## src/rtl/bqws_pkg.sv

```systemverilog
package bqws_pkg;

  // field widths of the item ports
  localparam int X_W   = 10;
  localparam int Y_W   = 9;
  localparam int PIX_W = 8;

  // configuration port
  localparam int CFG_IDX_W  = 4;
  localparam int CFG_DATA_W = 10;

  localparam logic [CFG_IDX_W-1:0] REG_C0X = 4'd0;
  localparam logic [CFG_IDX_W-1:0] REG_C0Y = 4'd1;
  localparam logic [CFG_IDX_W-1:0] REG_C1X = 4'd2;
  localparam logic [CFG_IDX_W-1:0] REG_C1Y = 4'd3;
  localparam logic [CFG_IDX_W-1:0] REG_C2X = 4'd4;
  localparam logic [CFG_IDX_W-1:0] REG_C2Y = 4'd5;
  localparam logic [CFG_IDX_W-1:0] REG_C3X = 4'd6;
  localparam logic [CFG_IDX_W-1:0] REG_C3Y = 4'd7;

  // command codes
  localparam logic CMD_WRITE = 1'b0;
  localparam logic CMD_READ  = 1'b1;

  // q0.16 weight arithmetic
  localparam int FRAC_W  = 16;
  localparam int WT_W    = FRAC_W + 1;
  localparam logic [WT_W-1:0] ONE_Q16 = 17'h10000;
  // reciprocal multiply: shift, reciprocal width and remainder width
  localparam int RSH     = 12;
  localparam int RECIP_W = FRAC_W + RSH;
  localparam int REM_W   = 30;
  // row blend widths (corner * weight sums)
  localparam int AX_W    = X_W + FRAC_W;
  localparam int AY_W    = Y_W + FRAC_W;
  // column blend widths before the final shift
  localparam int SXF_W   = AX_W + FRAC_W;
  localparam int SYF_W   = AY_W + FRAC_W;

  // item handed from the front to the back
  typedef struct packed {
    logic             is_read;
    logic [X_W-1:0]   x;
    logic [Y_W-1:0]   y;
    logic [PIX_W-1:0] pix;
  } fe_item_t;

  // result word
  typedef struct packed {
    logic [PIX_W-1:0] pix;
    logic [X_W-1:0]   src_x;
    logic [Y_W-1:0]   src_y;
    logic             clip;
  } out_item_t;

  // quad corners
  typedef struct packed {
    logic [X_W-1:0] c0x;
    logic [Y_W-1:0] c0y;
    logic [X_W-1:0] c1x;
    logic [Y_W-1:0] c1y;
    logic [X_W-1:0] c2x;
    logic [Y_W-1:0] c2y;
    logic [X_W-1:0] c3x;
    logic [Y_W-1:0] c3y;
  } corner_cfg_t;

endpackage

```

## src/rtl/bqws_front.sv

```systemverilog
module bqws_front #(
  parameter int WIDTH  = 640,
  parameter int HEIGHT = 480
) (
  input  logic                         in_valid_i,
  output logic                         in_stall_o,
  input  logic                         cmd_i,
  input  logic [bqws_pkg::X_W-1:0]     pos_x_i,
  input  logic [bqws_pkg::Y_W-1:0]     pos_y_i,
  input  logic [bqws_pkg::PIX_W-1:0]   pixel_in_i,
  input  logic                         q_full_i,
  output logic                         push_o,
  output bqws_pkg::fe_item_t           item_o
);

  logic is_read;
  logic x_over;
  logic y_over;
  logic drop;

  // classify: reads get saturated coordinates, writes outside the frame vanish
  always_comb begin
    is_read = (cmd_i == bqws_pkg::CMD_READ);
    x_over  = int'(pos_x_i) > WIDTH - 1;
    y_over  = int'(pos_y_i) > HEIGHT - 1;
    drop    = !is_read && (x_over || y_over);

    item_o.is_read = is_read;
    item_o.x       = (is_read && x_over) ? bqws_pkg::X_W'(WIDTH - 1) : pos_x_i;
    item_o.y       = (is_read && y_over) ? bqws_pkg::Y_W'(HEIGHT - 1) : pos_y_i;
    item_o.pix     = pixel_in_i;
  end

  assign in_stall_o = q_full_i;
  assign push_o     = in_valid_i && !q_full_i && !drop;

endmodule

```

## config.mk

```make
export PLATFORM = sky130hd
export DESIGN_NAME = bqws_front
export DESIGN_NICKNAME = d
export VERILOG_FILES = /design/src/rtl/bqws_pkg.sv /design/src/rtl/bqws_front.sv
export SDC_FILE = /design/constraint.sdc
export NUM_CORES = 1
export LEC_CHECK = 0
export BUFFER_PORTS_ARGS = -buffer_cell sky130_fd_sc_hd__buf_2
export CAP_MARGIN = 15
export CORE_AREA = 4 4 41 43
export DETAILED_ROUTE_END_ITERATION = 7
export DIE_AREA = 0 0 45 47
export MAX_ROUTING_LAYER = met4
export PLACE_DENSITY = 0.78
export SYNTH_ARGS = -nofsm -noshare
export SYNTH_HDL_FRONTEND = slang
export SYNTH_SLANG_ARGS = --single-unit
```

## constraint.sdc

```tcl
create_clock -name vclk -period 0.8
set_clock_uncertainty 0.15 [all_clocks]
set_input_delay 0.08 -clock vclk [all_inputs]
set_output_delay 0.08 -clock vclk [all_outputs]
set_load 0.1 [all_outputs]
```

==> impl_metrics.csv <==
group,metric,value,unit
status,result_of_the_run,"finished with violations",
status,violations,"negative setup slack",
sta,clock.fmax,870,MHz
floorplanning,floorplan.die.height,47,µm
cells_and_area,area_growth_syn_to_layout,258,%
power_and_ir_drop,irDropWorstVdd,664,µV
sta,whs,0.0100,ns
detailed_routing,overall_via_count_from_detail_route,426,
worst_setup_path,critical_path.cell_chain,"buf_6 > and4_4 > a221oi_4 > buf_12",
synthesis,synth_mux_area_share,0,%
power_and_ir_drop,seqPwrFrac,0,%
worst_setup_path,cp-end-kind,"output pin",
detailed_routing,detailedRoute.firstIterationViolations,0,
synthesis,gate_count_of_the_mapped_netlist,38,
place,buffer_ports.inserted,44,
worst_hold_path,timing.hold.worst.class,"primary input to output pin",
synthesis,yosys.area_share.adder,0,%
sta,finalHoldViolCount,0,
clock_network,postCtsHoldBufs,0,
sta,setup_violations,16,
synthesis,synth-compound-area-share,30.8,%
global_route,antenna_violations_before_repair,0,
worst_setup_path,cp.arrival,0.92,ns
synthesis,post_synth_num_cell_types,14,
detailed_routing,wl_per_cell,15.9,µm
synthesis,synth_seq_area_share,0,%
cells_and_area,layout_commonest_cell,"sky130_fd_sc_hd__buf_12",
power_and_ir_drop,powerDensity,1090,mW/mm²
detailed_routing,avgViaCountPerCell,4.48,
sta,timing_max_transition_violations_final,0,
sta,layout_worst_path_cycle_share,144,%
global_route,grt_pass1_vias,482,
global_route,grt_usage,15.5,%
worst_setup_path,critical_path_required,0.57,ns
sta,setup_repair_after_global_routing_missed_its_margin,"yes",
synthesis,synth.cell_area,284,µm²
detailed_routing,post-route-drc-count,0,
floorplanning,fp.dieW,45,µm
flow_run,max-cap-violations,0,
worst_setup_path,cp_slowest_stage_delay,0.31,ns
cells_and_area,layout.nets,112,
sta,slew_headroom,78.6,%
detailed_routing,drt_wl_total,1510,µm
power_and_ir_drop,power.share.combinational,100.0,%
sta,tightestPinTransition,0.320,ns
cells_and_area,finalCoreUtilization,78.2,%
worst_setup_path,cpMaxStageDelayCell,"sky130_fd_sc_hd__a221oi_4",
floorplanning,initial_utilization,21.8,%
synthesis,synth_top_cell_by_area,"sky130_fd_sc_hd__buf_4",
detailed_routing,detail-route-antenna-nets,0,
synthesis,syn-mean-instance-area,7.47,µm²
cells_and_area,n_diodes,0,
worst_setup_path,path_class,"primary input to output pin",
synthesis,post_synth_xor_area_fraction,0,%
cells_and_area,final_cell_mix,"sky130_fd_sc_hd__buf_12, sky130_fd_sc_hd__buf_2, sky130_fd_sc_hd__buf_6",
detailed_routing,firstDrtPassIters,1,
cells_and_area,ff_latch_area,0,µm²
power_and_ir_drop,power.internal,0.442,mW
floorplanning,num_rows,13,
sta,layout_min_cycle_time,1.15,ns
cells_and_area,clockBufferCount,0,
synthesis,netlist_top_cells_area,"sky130_fd_sc_hd__buf_4, sky130_fd_sc_hd__nand2b_1, sky130_fd_sc_hd__a21o_2",
global_route,overflow,0,
global_route,grt_first_pass_wirelength,2240,µm
cells_and_area,post_route_cells_drive_above_1_share,96.3,%
synthesis,yosys.area_share.simple,30.4,%
cells_and_area,sequential_cell_total,0,
floorplanning,die-area,0.00212,mm²
global_route,pin_count_of_the_biggest_net_entering_global_routing,8,
power_and_ir_drop,switching_share,60.2,%
power_and_ir_drop,power.static_leakage,0.521,nW
power_and_ir_drop,pwr-share-clk,0,%
synthesis,synth_top_family_by_area,"buffers and inverters",
synthesis,synth_fp_nets,68,
floorplanning,placeableCoreArea,0.00130,mm²
synthesis,synth-warning-count,0,
synthesis,yosysTopAreaCellShare,26.4,%
worst_setup_path,worstSetupStartpointType,"primary input",
floorplanning,ios,60,
place,place_congestion,0.623,
worst_setup_path,max_fanout_on_critical_path,7,
sta,layout_setup_ws,-0.350,ns
power_and_ir_drop,p_sw,0.668,mW
power groups by stage:
stage / sequential [mW] / combinational (mW) / clock [mW]
after detailed placement: 0 / 1.06 / 0
after floorplan: 0 / 0.833 / 0
after global placement: 0 / 1.04 / 0
final: 0 / 1.11 / 0
after global routing: 0 / 1.14 / 0
after CTS: 0 / 1.11 / 0
per-stage QoR:
stage / setup TNS, ns / worst slack [ns] / cell area [µm²] / total power [mW] / std cells
6_report: -4.81 / -0.350 / 1020 / 1.11 / 95
5_1_grt: -5.24 / -0.374 / 1020 / 1.14 / 95
4_1_cts: -4.78 / -0.342 / 1000 / 1.11 / 95
3_5_place_dp: -4.81 / -0.390 / 895 / 1.06 / 91
3_3_place_gp: -4.50 / -0.364 / 895 / 1.04 / 91
2_1_floorplan: -5.46 / -0.701 / 368 / 0.833 / 38
Yosys cell counts, types with 2 or more instances:
cell type and count:
sky130_fd_sc_hd__nand2b_1 8, sky130_fd_sc_hd__a21o_2 5, sky130_fd_sc_hd__and2_1 2, sky130_fd_sc_hd__buf_4 10, sky130_fd_sc_hd__clkbuf_1 4
final cells by class:
| class | count | area, µm² |
|---|---|---|
| repair buffers | 58 | 727 |
| multi-input cells | 21 | 268 |
| well taps | 15 | 18.8 |
| fillers | 76 | 284 |
| inverters | 1 | 3.75 |
worst paths after layout:
| check | startpoint | end | slack, ns | cells after the start |
|---|---|---|---|---|
| setup / recovery | pos_y_i[8] | push_o | -0.35 | 4 |
| hold / removal | pixel_in_i[2] | item_o[2] | 0.01 | 0 |
worst max-delay path, delay by kind of cell:
family / cells / cell delay [ns]
buffers and inverters: 2 / 0.30
and+or+nand+nor: 1 / 0.22
AOI/OAI and AO/OA: 1 / 0.31
repair_timing:
| action | 4_1_cts | 5_1_grt |
|---|---|---|
| resized for setup | 18 | 4 |
| hold endpoints to repair | 0 | 0 |
| pin swaps | 8 | 2 |
| setup buffers | 4 | 0 |
| endpoints found under the setup margin | 17 | 17 |
| cloned | 0 | 0 |
logic make-up after synthesis:
kind of cell    after synthesis
buf+inv                      17
simple gates                 13
compound gates                8
metal layers:
metal,share of wire (%),vias up,global-route usage (%)
li1,-,197,-
met1,28,193,12.9
met2,58,36,33.1
met3,14,0,6.13
met4,0,0,0.585
met5,0,-,-
(Power assumes the default switching activity.)
