--- src/rtl/bqws_fifo.sv ---
module bqws_fifo #(
  parameter int DW    = 8,
  parameter int DEPTH = 4
) (
  input  logic          clk_i,
  input  logic          rst_ni,
  input  logic          push_i,
  input  logic [DW-1:0] data_i,
  input  logic          pop_i,
  output logic [DW-1:0] data_o,
  output logic          empty_o,
  output logic          full_o
);

  localparam int PW = $clog2(DEPTH);
  localparam int CW = $clog2(DEPTH + 1);

  logic [DW-1:0] mem_q [DEPTH];
  logic [PW-1:0] wptr_q, wptr_d;
  logic [PW-1:0] rptr_q, rptr_d;
  logic [CW-1:0] cnt_q, cnt_d;

  // pointer and fill count update
  always_comb begin
    wptr_d = wptr_q;
    rptr_d = rptr_q;
    cnt_d  = cnt_q;
    if (push_i) begin
      wptr_d = (wptr_q == PW'(DEPTH - 1)) ? '0 : wptr_q + PW'(1);
    end
    if (pop_i) begin
      rptr_d = (rptr_q == PW'(DEPTH - 1)) ? '0 : rptr_q + PW'(1);
    end
    if (push_i && !pop_i) begin
      cnt_d = cnt_q + CW'(1);
    end else if (!push_i && pop_i) begin
      cnt_d = cnt_q - CW'(1);
    end
  end

  always_ff @(posedge clk_i or negedge rst_ni) begin
    if (!rst_ni) begin
      wptr_q <= '0;
      rptr_q <= '0;
      cnt_q  <= '0;
    end else begin
      wptr_q <= wptr_d;
      rptr_q <= rptr_d;
      cnt_q  <= cnt_d;
    end
  end

  // storage
  always_ff @(posedge clk_i) begin
    if (push_i) begin
      mem_q[wptr_q] <= data_i;
    end
  end

  assign data_o  = mem_q[rptr_q];
  assign empty_o = (cnt_q == '0);
  assign full_o  = (cnt_q == CW'(DEPTH));

endmodule

--- config.mk ---
export PLATFORM = sky130hd
export DESIGN_NAME = bqws_fifo
export DESIGN_NICKNAME = d
export VERILOG_FILES = /design/src/rtl/bqws_fifo.sv
export SDC_FILE = /design/constraint.sdc
export NUM_CORES = 1
export LEC_CHECK = 0
export BUFFER_PORTS_ARGS = -buffer_cell sky130_fd_sc_hd__buf_2
export CAP_MARGIN = 5
export CORE_UTILIZATION = 34
export DETAILED_ROUTE_END_ITERATION = 10
export PLACE_DENSITY = 0.56
export SYNTH_ARGS = -nofsm -noshare
export SYNTH_HDL_FRONTEND = slang
export SYNTH_SLANG_ARGS = --single-unit
export TNS_END_PERCENT = 20
--- constraint.sdc ---
create_clock -name clk_i -period 3.45 [get_ports clk_i]
set_input_delay 0 -clock clk_i [delete_from_list [all_inputs] [get_ports clk_i]]
set_output_delay 0 -clock clk_i [all_outputs]
set_load 0.01 [all_outputs]
==> impl_metrics.ini, run 1 <==
[final_layout]
share_of_cells_above_drive_strength_1 = 0.345
finalCoreUtilization = 0.443
layout.nets = 134
layout.filler_cells = 401
final_antenna_diode_count = 0
final_common_cell = sky130_fd_sc_hd__edfxtp_1
most-common-layout-cells = sky130_fd_sc_hd__edfxtp_1, sky130_fd_sc_hd__buf_2, sky130_fd_sc_hd__dlygate4sd3_1
area_growth_syn_to_layout_pct = 23.7

[critical_path]
cells_along_the_critical_path = mux4_2 > buf_2
critical_path.endpoint_type = primary output
rrSetupSlack_ns = 2.00
worst-endpoint-arrival_ns = 1.76
ff2ff_path_depth = 3
crit_path_max_incr_delay_ns = 0.74
worstPathRequired_ns = 3.45
crit-reg2reg-capture = mem_q[0][3]
path_max_fanout = 11
timing.setup.critical_path_class = register to primary output
timing.rr.start = wptr_q[0]
startpoint_type = register
slowest_stage_cell_cp = sky130_fd_sc_hd__dfrtp_1

[sta]
unrepaired_setup_endpoints_after_global_routing = no
slew_violations = 0
final_critical_path_setup_slack_ns = 1.69
timing.slew.headroom = 0.585
final-hold-violation-count = 0
clock_skew_after_layout_ns = 0.00447
post-route-period-util = 0.511
fin_setup_tns_ns = 0
setup_viol = 0
fmaxAchievable_mhz = 567
final_period_demand_of_the_worst_path_ns = 1.76
worst-slew-pin-transition_ns = 0.622

[cts]
cts.repair.resized = 0
cts_tree = done
cts_made_buffers = 5
ctsRootBufferMaster = sky130_fd_sc_hd__clkbuf_8
clockBufferDepth = 2
post_cts_clock_slew_at_the_launch_and_capture_registers_of_the_worst_setup_and_hold_paths_ns = 0.07
htree_num_levels = 2
clock_latency_ns = 0.29
numClockSinks = 39

[route]
finalWirelength_mm = 2.45
drtIter0Drc = 38
routedWlPerCell_um = 14.6
drc_errors = 0
detail_route.vias_per_cell = 4.76
dr_total_vias = 799
ant_nets = 0
drt_pass1_iterations = 2

[min_path]
hold_depth = 2
hold_path_end = wptr_q[1]
holdCritPathClass = input port to register
holdCritStartpoint = push_i

[power]
switching_power_uw = 422
cell_internal_pwr_uw = 1070
clockPowerShare = 0.258
pwr_density_cell_nw_per_um2 = 768
power.switching_fraction = 0.283
fin_total_pwr_uw = 1490
pwr-share-seq = 0.482
power.share.combinational = 0.260
peakVddDrop_mv = 0.232
power_leakage_uw = 0.000736

[place]
pre_cts_slack_ns = 1.94
place.gp.congestion = 0.646
port_buffers = 21
dp_hpwl_mm = 1.68

[yosys]
postSynthRegisterBits = 39
synth.yosys.warnings = 0
synth_cell_types = 18
synth_cells = 79
post_synthesis_instance_area_um2 = 1570
synth-seq-area-share = 0.724
synth.avg_cell_area_um2 = 19.9
synth_fp_nets = 98

[global_route]
globalRoute.totalOverflow = 0
via_count_of_the_first_global_routing_pass = 901
grt.total_usage = 0.119
initial_antenna_violation_count = 0
grt_first_pass_wirelength_mm = 4.16
grt_start_max_net_pins = 13

[floorplanning]
io_pins = 22
core_region_area_um2 = 4380
initial_utilization = 0.358
fp.dieH_um = 70.0
design.die.area_um2 = 4890
placementRows = 24
die_w_um = 70.0

[flow_run]
max_cap_violations = 0

[run_status]
outcome = complete, no violations
## sequential cells by signal, summed over array words and instances (netlist names)
signal,count
rptr_q,2
mem_q,32
cnt_q,3
wptr_q,2
## worst max-delay path: cells and delay by family (launching register included)
| kind | cells | cell delay, ns |
|---|---|---|
| buffers and inverters | 1 | 0.15 |
| DFF | 1 | 0.74 |
| muxes | 1 | 0.58 |
## layout make-up
type | instances | area [um^2] | area share
tap | 52 | 65.1 | 0.0335
sequential | 39 | 1140 | 0.585
clock inverter | 2 | 35.0 | 0.0180
clock buffer | 6 | 82.6 | 0.0425
timing repair buffer | 31 | 205 | 0.106
multi-input combinational | 33 | 399 | 0.206
inverter | 5 | 18.8 | 0.00966
## logic make-up (layout without fill, tap and decap cells)
| kind of cell | count (synthesis) | in the layout | share of synthesized area |
|---|---|---|---|
| flops | 39 | 39 | 0.724 |
| buf+inv | 7 | 44 | 0.0223 |
| mux | 11 | 11 | 0.136 |
| compound gates | 2 | 2 | 0.00637 |
| xor+xnor | 3 | 3 | 0.0167 |
| fa+ha+maj | 7 | 7 | 0.0606 |
| simple gates | 10 | 10 | 0.0343 |
## synthesized netlist by cell type (all sizes together)
master  instances  share of area
xor2            2          0.011
buf             2          0.010
o21ai           2         0.0064
and2            4          0.016
xnor2           1         0.0056
nand3           1         0.0032
nor2            2         0.0048
nor3            1         0.0032
inv             5          0.012
dfrtp           7           0.11
mux2            3          0.022
mux4            8           0.11
edfxtp         32           0.61
nor3b           1         0.0048
fa              1          0.013
ha              6          0.048
nand2           1         0.0024
## what timing repair did
action,4_1_cts,5_1_grt
hold endpoints to repair,40,0
hold buffers,10,0
setup endpoints to repair,0,0
buffers inserted,0,0
## layer usage
metal  global-route usage  part of all wire  vias to the layer above
met5                    0                 0                        -
met4               0.0800             0.026                        0
met3               0.0346             0.037                        7
met2                0.202              0.53                       16
met1                0.129              0.41                      407
li1                     -                 -                      369
## power by group through the flow
stage / sequential (uW) / combinational [uW] / clock, uW
finish: 720 / 387 / 385
global route: 737 / 433 / 414
CTS: 726 / 397 / 393
detailed placement: 735 / 390 / 0
global placement: 726 / 375 / 0
floorplan: 667 / 322 / 0
## how the worst max path moves through the flow
stage	from	endpoint	depth (start not counted)
after floorplan	cnt_q[0]	cnt_q[2]	4
after detailed placement	rptr_q[0]	data_o[7]	2
after global routing	rptr_q[0]	data_o[5]	2
after CTS	rptr_q[0]	data_o[7]	2
final	rptr_q[0]	data_o[7]	2
after global placement	rptr_q[0]	data_o[7]	2
## metrics by stage
step	hold slack, ns	std cells	instance area (um^2)
after floorplan	-0.296	79	1570
after global placement	-0.153	150	1720
after detailed placement	-0.153	150	1720
after CTS	0.0126	168	1940
after global routing	0.0336	168	1940
final	0.0102	168	1940
Power figures use the tool's default switching activity.
==> inputs of run 2 (changes only) <==
Settings changed: PLACE_DENSITY 0.56 to 0.58.
Clock period 3.45 ns to 1.6 ns, I/O delays scaled along.
==> impl_metrics.ini, run 2 (synthesized netlist as in run 1, its figures left out) <==
[run_status]
outcome = complete, no violations

[final_layout]
final_antenna_diode_count = 0
layout.nets = 137
final-seq-area_um2 = 1140
share_of_cells_above_drive_strength_1 = 0.364
register_with_the_most_flip_flops = mem_q
final_common_cell = sky130_fd_sc_hd__edfxtp_1
most-common-layout-cells = sky130_fd_sc_hd__edfxtp_1, sky130_fd_sc_hd__buf_2, sky130_fd_sc_hd__dlygate4sd3_1
area_growth_syn_to_layout_pct = 23.4
layout.filler_cells = 391
layout.cells.non_filler = 170
multi_input_comb_area_um2 = 399
top_regs = mem_q x32, cnt_q x3
largest_register_ff_count = 32

[floorplanning]
design.die.area_um2 = 4890
io_pins = 22
initial_utilization = 0.358
fp.dieH_um = 70.0
placementRows = 24
core_region_area_um2 = 4380
die_w_um = 70.0

[sta]
final-hold-violation-count = 0
clock_skew_after_layout_ns = 0.00510
fin_setup_tns_ns = 0
unrepaired_setup_endpoints_after_global_routing = no
fmaxAchievable_mhz = 663
worst-slew-pin-transition_ns = 0.443
timing.slew.headroom = 0.705
post-route-period-util = 0.943
final_period_demand_of_the_worst_path_ns = 1.51
slew_violations = 0
setup_viol = 0

[route]
drt_pass1_iterations = 4
detail_route.vias_per_cell = 4.54
drtIter0Drc = 31
finalWirelength_mm = 2.50
routedWlPerCell_um = 14.7
dr_total_vias = 772
drc_errors = 0
ant_nets = 0

[critical_path]
worstPathRequired_ns = 1.60
path_max_fanout = 11
timing.critical_path.depth = 2
slowest_stage_cell_cp = sky130_fd_sc_hd__dfrtp_4
startpoint_type = register
timing.setup.critical_path_class = register to primary output
critPathTopFamily = flip-flops
critical_path_buf_inv_count = 1
cells_along_the_critical_path = mux4_2 > buf_2
crit_path_max_incr_delay_ns = 0.55
critical_path.endpoint_type = primary output
ff2ff_path_depth = 4
worst-endpoint-arrival_ns = 1.51

[cts]
cts_tree = done
htree_num_levels = 2
post_cts_clock_slew_at_the_launch_and_capture_registers_of_the_worst_setup_and_hold_paths_ns = 0.07
ctsRootBufferMaster = sky130_fd_sc_hd__clkbuf_8
clockBufferDepth = 2
clock_latency_ns = 0.28
post-cts-setup-buffers = 0
numClockSinks = 39
cts_made_buffers = 5

[global_route]
grt.total_usage = 0.116
grt_start_max_net_pins = 12
globalRoute.totalOverflow = 0
via_count_of_the_first_global_routing_pass = 860
grt_first_pass_wirelength_mm = 4.12
initial_antenna_violation_count = 0

[place]
place.gp.congestion = 0.611
placedCellCount = 154
dp_hpwl_mm = 1.67
port_buffers = 21

[power]
pwr_density_cell_nw_per_um2 = 1580
peakVddDrop_mv = 0.662
power_leakage_uw = 0.000734

[min_path]
holdCritPathClass = input port to register
hold_depth = 2

[flow_run]
max_cap_violations = 0
run 2: changes by cell type in the layout (fill, tap and decap cells not counted):
cell                            before  now
sky130_fd_sc_hd__bufinv_16           1    0
sky130_fd_sc_hd__dfrtp_1             7    6
sky130_fd_sc_hd__dfrtp_4             0    1
sky130_fd_sc_hd__clkbuf_8            6    5
sky130_fd_sc_hd__clkinv_1            0    1
sky130_fd_sc_hd__buf_12              0    1
sky130_fd_sc_hd__buf_4               0    3
sky130_fd_sc_hd__dlygate4sd3_1      10    9
run 2: power breakdown:
group | switching [uW] | internal (uW)
logic | 426 | 521
clock network | 310 | 290
registers | 165 | 1340
total | 901 | 2160
run 2: final timing paths:
path | endpoint | start | slack, ns
max | data_o[1] | rptr_q[0] | 0.09
min | rptr_q[1] | pop_i | 0.01
max reg2reg | cnt_q[2] | cnt_q[0] | 0.21
min reg2reg | cnt_q[2] | cnt_q[2] | 0.50
max in group asynchronous | rptr_q[0] | rst_ni | 1.35
min in group asynchronous | cnt_q[1] | rst_ni | 0.08
run 2: cell type report:
class,instances,share of cell area
tap,52,0.0336
multi-input combinational,33,0.206
clock inverter,2,0.00452
inverter,5,0.00968
clock buffer,5,0.0355
sequential,39,0.588
timing repair buffer,34,0.123
run 2: worst register-to-register path, cell delays in order (launching register included):
cell and delay [ns]:
sky130_fd_sc_hd__dfrtp_1 0.43, sky130_fd_sc_hd__fa_1 0.44, sky130_fd_sc_hd__xor2_1 0.15, sky130_fd_sc_hd__nor2_1 0.12, sky130_fd_sc_hd__xor2_1 0.17
run 2: stage by stage:
step / setup slack [ns] / power, uW / util / hold slack [ns] / instance area [um^2]
6_report: 0.0911 / 3060 / 0.442 / 0.0122 / 1940
5_1_grt: 0.00484 / 3290 / 0.442 / 0.0106 / 1940
4_1_cts: 0.0489 / 3120 / 0.442 / 0.000578 / 1940
3_5_place_dp: 0.102 / 2480 / 0.403 / -0.156 / 1770
3_3_place_gp: 0.109 / 2440 / 0.403 / -0.162 / 1770
2_1_floorplan: 0.303 / 2130 / - / -0.296 / 1570
run 2: timing repair:
item                                    4_1_cts  5_1_grt
endpoints found under the setup margin        8        0
gates resized for setup                       2        0
hold endpoints to repair                     39        0
hold buffers                                  9        0
run 2: layer usage:
metal	routed length [um]	track usage	up-vias
met3	96	0.0317	4
met1	1150	0.146	372
met4	33	0.0667	0
met2	1220	0.179	20
met5	0	0	-
li1	-	-	376
==> inputs of run 3 (changes only) <==
Settings changed: CTS_CLUSTER_SIZE set to 24, PLACE_DENSITY 0.58 to unset, PLACE_DENSITY_LB_ADDON set to 0.12.
==> impl_metrics.ini, run 3 (synthesized netlist as in run 1, its figures left out) <==
[floorplanning]
die_w_um = 70.0
design.die.area_um2 = 4890
placementRows = 24
fp.dieH_um = 70.0
core_region_area_um2 = 4380
initial_utilization = 0.358
io_pins = 22

[global_route]
globalRoute.totalOverflow = 0
via_count_of_the_first_global_routing_pass = 846
grt_start_max_net_pins = 13
grt_first_pass_wirelength_mm = 4.11
initial_antenna_violation_count = 0
grt.total_usage = 0.116

[critical_path]
worst-endpoint-arrival_ns = 1.70
timing.setup.critical_path_class = input port to register
startpoint_type = input port
worstPathRequired_ns = 1.81
critical_path.endpoint_type = register
path_max_fanout = 3

[sta]
slew_violations = 0
setup_viol = 0
fmaxAchievable_mhz = 671
timing.slew.headroom = 0.724
fin_setup_tns_ns = 0
post-route-period-util = 0.932
worst-slew-pin-transition_ns = 0.414
unrepaired_setup_endpoints_after_global_routing = no
final_period_demand_of_the_worst_path_ns = 1.49
final_critical_path_setup_slack_ns = 0.109
fin_worst_hold_slack_ns = 0.0253
final-hold-violation-count = 0
clock_skew_after_layout_ns = 0.00769

[final_layout]
final_design_area_no_fill_um2 = 1970
top_regs = mem_q x32, cnt_q x3
layout.nets = 140
share_of_cells_above_drive_strength_1 = 0.385
largest_register_ff_count = 32
most-common-layout-cells = sky130_fd_sc_hd__edfxtp_1, sky130_fd_sc_hd__buf_2, sky130_fd_sc_hd__dlygate4sd3_1
final_antenna_diode_count = 0
final_common_cell = sky130_fd_sc_hd__edfxtp_1
final-seq-area_um2 = 1140
layout.filler_cells = 384
area_growth_syn_to_layout_pct = 25.6
multi_input_comb_area_um2 = 404
register_with_the_most_flip_flops = mem_q

[power]
power.share.combinational = 0.329
switching_power_uw = 917
cell_internal_pwr_uw = 2200
power.switching_fraction = 0.295
peakVddDrop_mv = 0.792
clockPowerShare = 0.201
pwr-share-seq = 0.470
pwr_density_cell_nw_per_um2 = 1580
power_leakage_uw = 0.000747

[place]
port_buffers = 21
dp_hpwl_mm = 1.79
pre_cts_slack_ns = 0.217
place_area_um2 = 1780
place.gp.congestion = 0.733

[route]
finalWirelength_mm = 2.51
routedWlPerCell_um = 14.4
drc_errors = 0
drtIter0Drc = 35
detail_route.vias_per_cell = 4.47
ant_nets = 0
drt_pass1_iterations = 4
dr_total_vias = 777

[cts]
clockBufferDepth = 2
numClockSinks = 39
cts_tree = done
ctsRootBufferMaster = sky130_fd_sc_hd__clkbuf_8
clock_latency_ns = 0.28
htree_num_levels = 2
post_cts_clock_slew_at_the_launch_and_capture_registers_of_the_worst_setup_and_hold_paths_ns = 0.08
cts_made_buffers = 5

[run_status]
outcome = complete, no violations

[flow_run]
max_cap_violations = 0

[min_path]
holdCritPathClass = input port to register
==> run 3: per-layer routing <==
layer / vias up / part of all wire / global-route usage
li1: 385 / - / -
met3: 2 / 0.033 / 0.0346
met2: 14 / 0.52 / 0.200
met5: - / 0 / 0
met4: 0 / 0.0068 / 0.0467
met1: 376 / 0.44 / 0.135
==> run 3: critical path, cell delays in order <==
cell and delay, ns:
sky130_fd_sc_hd__dlygate4sd3_1 0.53, sky130_fd_sc_hd__buf_2 0.14, sky130_fd_sc_hd__inv_1 0.06, sky130_fd_sc_hd__ha_2 0.17, sky130_fd_sc_hd__inv_1 0.06, sky130_fd_sc_hd__fa_2 0.33
sky130_fd_sc_hd__xor2_1 0.15, sky130_fd_sc_hd__nor2_1 0.11, sky130_fd_sc_hd__xor2_1 0.15
==> run 3: final cells by class <==
type / count / area share
Timing Repair Buffer: 37 / 0.133
Clock buffer: 6 / 0.0368
Inverter: 5 / 0.00952
Tap cell: 52 / 0.0330
Multi-Input combinational cell: 33 / 0.205
Clock inverter: 2 / 0.00635
Sequential cell: 39 / 0.576
==> run 3: through the flow <==
step | utilization | power (uW) | instances
3_5_place_dp | 0.406 | 2520 | 156
3_3_place_gp | 0.406 | 2500 | 156
2_1_floorplan | - | 2130 | 79
6_report | 0.450 | 3110 | 174
4_1_cts | 0.449 | 3170 | 174
5_1_grt | 0.450 | 3310 | 174
==> run 3: path summary, 6_finish.rpt <==
check	startpoint	to	slack, ns	cells past startpoint
min in group asynchronous	rst_ni	rptr_q[0]	0.08	2
worst min-delay path	push_i	wptr_q[1]	0.03	2
worst min register to register	cnt_q[2]	cnt_q[2]	0.50	1
worst max-delay path	pop_i	cnt_q[2]	0.11	9
max in group asynchronous	rst_ni	wptr_q[1]	1.35	2
worst max register to register	cnt_q[0]	cnt_q[2]	0.29	4
==> run 3: power by group through the flow <==
stage / combinational (uW) / clock, uW / sequential [uW]
after floorplan: 695 / 0 / 1440
after detailed placement: 1030 / 0 / 1490
after global placement: 1020 / 0 / 1480
final: 1030 / 625 / 1460
after global routing: 1140 / 683 / 1490
after CTS: 1050 / 646 / 1470
==> run 3: timing repair <==
item                                    CTS  global route
hold buffers                             10             0
hold endpoints to repair                 41             0
resized for setup                         0             2
setup buffers                             0             0
endpoints found under the setup margin    0             1
